## src/rtl/sbp_div.sv

```systemverilog
`timescale 1ns / 1ps
// ----------------------------------------------------------------------------
// sbp_div
// Pipelined restoring divider, one quotient bit per stage. The upper DW
// bits of the numerator must be below the divisor.
// ----------------------------------------------------------------------------
module sbp_div #(
	parameter int DW = 16,
	parameter int QW = 16
) (
	input  logic             clk,
	input  logic             en,
	input  logic [QW+DW-1:0] num,
	input  logic [DW-1:0]    den,
	output logic [QW-1:0]    quo
);
	logic [DW-1:0] r_s   [QW];
	logic [DW-1:0] den_s [QW];
	logic [QW-1:0] lo_s  [QW];
	logic [QW-1:0] q_s   [QW];

	generate
		for (genvar k = 0; k < QW; k++) begin : g_stage
			logic [DW-1:0] r_in;
			logic [DW-1:0] den_in;
			logic [QW-1:0] lo_in;
			logic [QW-1:0] q_in;
			logic [DW:0]   t;
			logic [DW:0]   diff;
			logic          ge;

			if (k == 0) begin : g_first
				assign r_in   = num[QW+DW-1:QW];
				assign den_in = den;
				assign lo_in  = num[QW-1:0];
				assign q_in   = '0;
			end else begin : g_next
				assign r_in   = r_s[k-1];
				assign den_in = den_s[k-1];
				assign lo_in  = lo_s[k-1];
				assign q_in   = q_s[k-1];
			end

			assign t    = {r_in, lo_in[QW-1-k]};
			assign ge   = t >= {1'b0, den_in};
			assign diff = t - {1'b0, den_in};

			always_ff @(posedge clk) begin
				if (en) begin
					r_s[k]   <= ge ? diff[DW-1:0] : t[DW-1:0];
					den_s[k] <= den_in;
					lo_s[k]  <= lo_in;
					q_s[k]   <= (q_in << 1) | QW'(ge);
				end
			end
		end
	endgenerate

	assign quo = q_s[QW-1];
endmodule

```

## config.mk

```make
export PLATFORM = sky130hd
export DESIGN_NAME = sbp_div
export DESIGN_NICKNAME = d
export VERILOG_FILES = /design/src/rtl/sbp_div.sv
export SDC_FILE = /design/constraint.sdc
export NUM_CORES = 1
export LEC_CHECK = 0
export ABC_AREA = 0
export BUFFER_PORTS_ARGS = -buffer_cell sky130_fd_sc_hd__buf_2
export CORE_MARGIN = 3
export CORE_UTILIZATION = 60
export DETAILED_ROUTE_END_ITERATION = 12
export GPL_TIMING_DRIVEN = 0
export PLACE_DENSITY_LB_ADDON = 0.05
export SLEW_MARGIN = 10
export SYNTH_ARGS = -nofsm -noshare
export SYNTH_HDL_FRONTEND = slang
export SYNTH_SLANG_ARGS = --single-unit
```

## constraint.sdc

```tcl
create_clock -name clk -period 5.9 [get_ports clk]
set_input_delay 1.18 -clock clk [delete_from_list [all_inputs] [get_ports clk]]
set_output_delay 1.18 -clock clk [all_outputs]
set_load 0.01 [all_outputs]
```

==> run metrics <==
status=finished, final reports clean; clock skew=0.0127 ns; crit-path max FO=10; fin worst setup slack=2.09 ns; clock insertion delay at the later pin of the skew report=~0.61 ns; FP Rows=89; final setup vio count=0; Cell variety after synth=77; Slew headroom=0.303; Post-Synth Adder-Cell Area=0.0958; pre-CTS WS=1.68 ns; Post-synth top flop=edfxtp_1; largest family of logic cells by synthesized area=compound AO/OA/AOI/OAI gates; Die X=roughly 250 microns; vias per cell=about 5.8; worst slew pin tran=1.05 ns; final-report hold violation count=0; first-pass GRT wire length=roughly 110000 microns; htree depth=3; Clk pwr share=0.226; GRT Util Overall=0.222; crit-path cells=inv_1 -> ha_1 -> nor2b_1 -> o31a_1 -> o31ai_1 -> a21oi_1 -> o21ai_0 -> o2bb2ai_1 -> nand2_1 -> a21boi_2 -> buf_4 -> mux2_2; fin. max-slew vios=0; Pleak=~16 nW; Min-Delay Path Depth=0; ratio of cells with drive above 1 in the final layout=0.115; maximum vdd drop=0.324 mV; critical register-to-register path startpoint=den_s[1][1]$_DFFE_PP_; largest net degree at the start of global routing=between 100 and 150; Routed WL per cell=18.5 microns; Mean Syn Cell Area=~13 sq um; most frequent cells in the layout=edfxtp_1 (736), inv_1 (313), ha_1 (256), a21oi_1 (197), nor2_1 (188); CTS Sinks=between 700 and 800; Comb pwr share=0.391; hpwl dp=~50000 microns; Root Buffer=clkbuf_16; post-synthesis mux area share=0.0454; post-synthesis sequential area ratio=0.604; PD cells=519 nW/um^2; Fillers=between 4000 and 5000; Worst setup EP type=flop; Tot Pwr=between 20 and 25 mW; DIE AREA=~64000 sq um; Synth Area in Compound Gates=0.103; initial antenna violation count=0; Final #Nets=around 3300; xor and xnor area share after synthesis=0.0412; CTS Buffer Depth=3; part of the power in registers=0.383; post-synthesis register bit count=736; grt ovf=0; cell area after synthesis=~37000 sq um; CTS tree=yes; Post-Syn Nets=between 3000 and 4000; Worst-path clk slew=around 0.06 ns; port bufs=65; drt drc=0; P_int=approximately 14 mW; Num CTS Buffers=just under 80; Final Util=0.679; CP Class=flop to flop; most common cell after layout, fill and taps aside=edfxtp_1; vias post-DR=21961; routability cong.=~0.89; Net Sw Frac=0.334; Slowest Stage Delay on Critical Path=0.51 ns; Worst Path Required=roughly 6.3 ns; min-delay src=lo_s[0][72]$_DFFE_PP_; Max Cap Violations=0; Critical Path Start=den_s[1][1]$_DFFE_PP_; final hold slack=around 0.41 ns; Final Cycle Share=0.645; Layout area overhead=10.9%; Antenna Cells=0; PostCTS Resize Cnt=0; R2R Path End=r_s[0][42]$_DFFE_PP_; Post-synth ARST share=0; CTS Hold Bufs=0; WP data arrival=4.16 ns; Area after DPL=approximately 38000 sq um; r2r worst-path depth=12; Initial Util=0.613; 1st-iter DRT viols=1672; NetSw=7.03 mW; die height=253 microns; synth warn=0; number of global-route vias before repair=around 22000; RSZ-0062 raised after global routing=false; cell family with most CP delay=compound AO/OA/AOI/OAI gates; min Tclk post-route=3.81 ns; area of the core=59700 sq um; Post-synth EDFFs=about 740; CP Buf/Inv Count=2; Post-Synthesis Cells=approximately 2800; crit start category=flop; fmax=roughly 260 MHz; drt first pass iters=5; simple-gate share of the synthesized area=0.0736; Slowest cell on crit path=o31ai_1; Post-CTS Setup Bufs=0; Hold EP=lo_s[0][88]$_DFFE_PP_; Final ANT Viol Nets=0; min-delay worst type=flop to flop; FF-to-FF setup slack=about 2.1 ns; Final Routed Wirelength=roughly 70000 microns; Finished Cell Area=between 40000 and 50000 sq um; # IOs=66
[cell usage after synthesis, types with 4 or more instances]
master,number,share of area
o21ai_0,130,0.018
a311oi_1,5,0.0012
o21bai_1,19,0.0039
o21ai_1,4,0.00055
buf_2,10,0.0014
mux2_4,7,0.0029
o21a_1,36,0.0074
and4_1,14,0.0034
a221oi_1,8,0.0019
xor2_1,46,0.011
mux2_2,122,0.038
a21o_1,52,0.011
nor4_1,4,0.00068
or2_2,6,0.0010
or3_1,14,0.0024
nand4_1,22,0.0038
clkbuf_1,17,0.0017
a31oi_1,21,0.0036
o211ai_1,6,0.0012
nor2_1,188,0.019
o41ai_1,7,0.0017
ha_1,256,0.088
nand2b_1,37,0.0063
nand3b_1,6,0.0012
nor3_1,52,0.0071
nand3_1,33,0.0045
a211oi_1,15,0.0031
nor2b_1,46,0.0079
inv_1,313,0.032
a21boi_0,13,0.0027
nor4b_1,4,0.00096
o31a_1,13,0.0031
a21oi_1,197,0.027
fa_1,15,0.0082
a211o_1,9,0.0022
o31ai_1,13,0.0027
and3_1,8,0.0014
xnor2_1,126,0.030
edfxtp_1,736,0.60
mux2i_1,18,0.0049
nand2_1,116,0.012
[flip-flops by register name, indices dropped and copies added (netlist names)]
register and cells:
lo_s 120, den_s 240, r_s 240, q_s 136
[stage by stage]
| step | TNS, ns | instances |
|---|---|---|
| after floorplan | 0 | 2820 |
| after global placement | -5076.62 | 3658 |
| after detailed placement | 0 | 3665 |
| after CTS | 0 | 3803 |
| after global routing | 0 | 3803 |
| final | 0 | 3803 |
[cells by family (layout without fill, tap and decap cells)]
family / after synthesis / in the layout
xor+xnor: 172 / 172
flops: 736 / 736
buf+inv: 344 / 554
simple gates: 558 / 558
fa+ha+maj: 271 / 271
mux: 147 / 147
compound gates: 592 / 592
[layer usage]
layer	wire [microns]	global-route usage	part of all wire	vias up
met2	32800	0.359	0.47	540
met3	3430	0.0378	0.049	142
met4	2230	0.0732	0.032	0
met5	0	0	0	-
met1	31800	0.310	0.45	10576
li1	-	-	-	10703
[power groups by stage]
stage / sequential, mW / combinational, mW / clock, mW
floorplan: 7.88 / 6.33 / 0
global placement: 8.27 / 7.83 / 0
detailed placement: 8.17 / 8.10 / 0
CTS: 8.08 / 8.19 / 4.90
global route: 8.19 / 9.15 / 5.08
finish: 8.06 / 8.24 / 4.77
[cell type report]
cell class	instances	area (sq um)	area share
Sequential cell	736	22100	0.545
Multi-Input combinational cell	1740	13100	0.324
Clock inverter	46	468	0.0115
Tap cell	773	967	0.0238
Timing Repair Buffer	72	528	0.0130
Inverter	313	1170	0.0290
Buffer	31	155	0.00383
Clock buffer	92	2030	0.0499
[how the worst max path moves through the flow]
stage | end | cells after the start | slack, ns
2_1_floorplan | r_s[0][10]$_DFFE_PP_ | 12 | 2.20
3_3_place_gp | q_s[1][35]$_DFFE_PP_ | 1 | -7.00
3_5_place_dp | r_s[0][11]$_DFFE_PP_ | 13 | 1.68
4_1_cts | r_s[0][122]$_DFFE_PP_ | 11 | 2.07
5_1_grt | r_s[0][121]$_DFFE_PP_ | 11 | 1.84
6_report | r_s[0][42]$_DFFE_PP_ | 12 | 2.09
No activity file was read; power rests on OpenSTA's default activity.
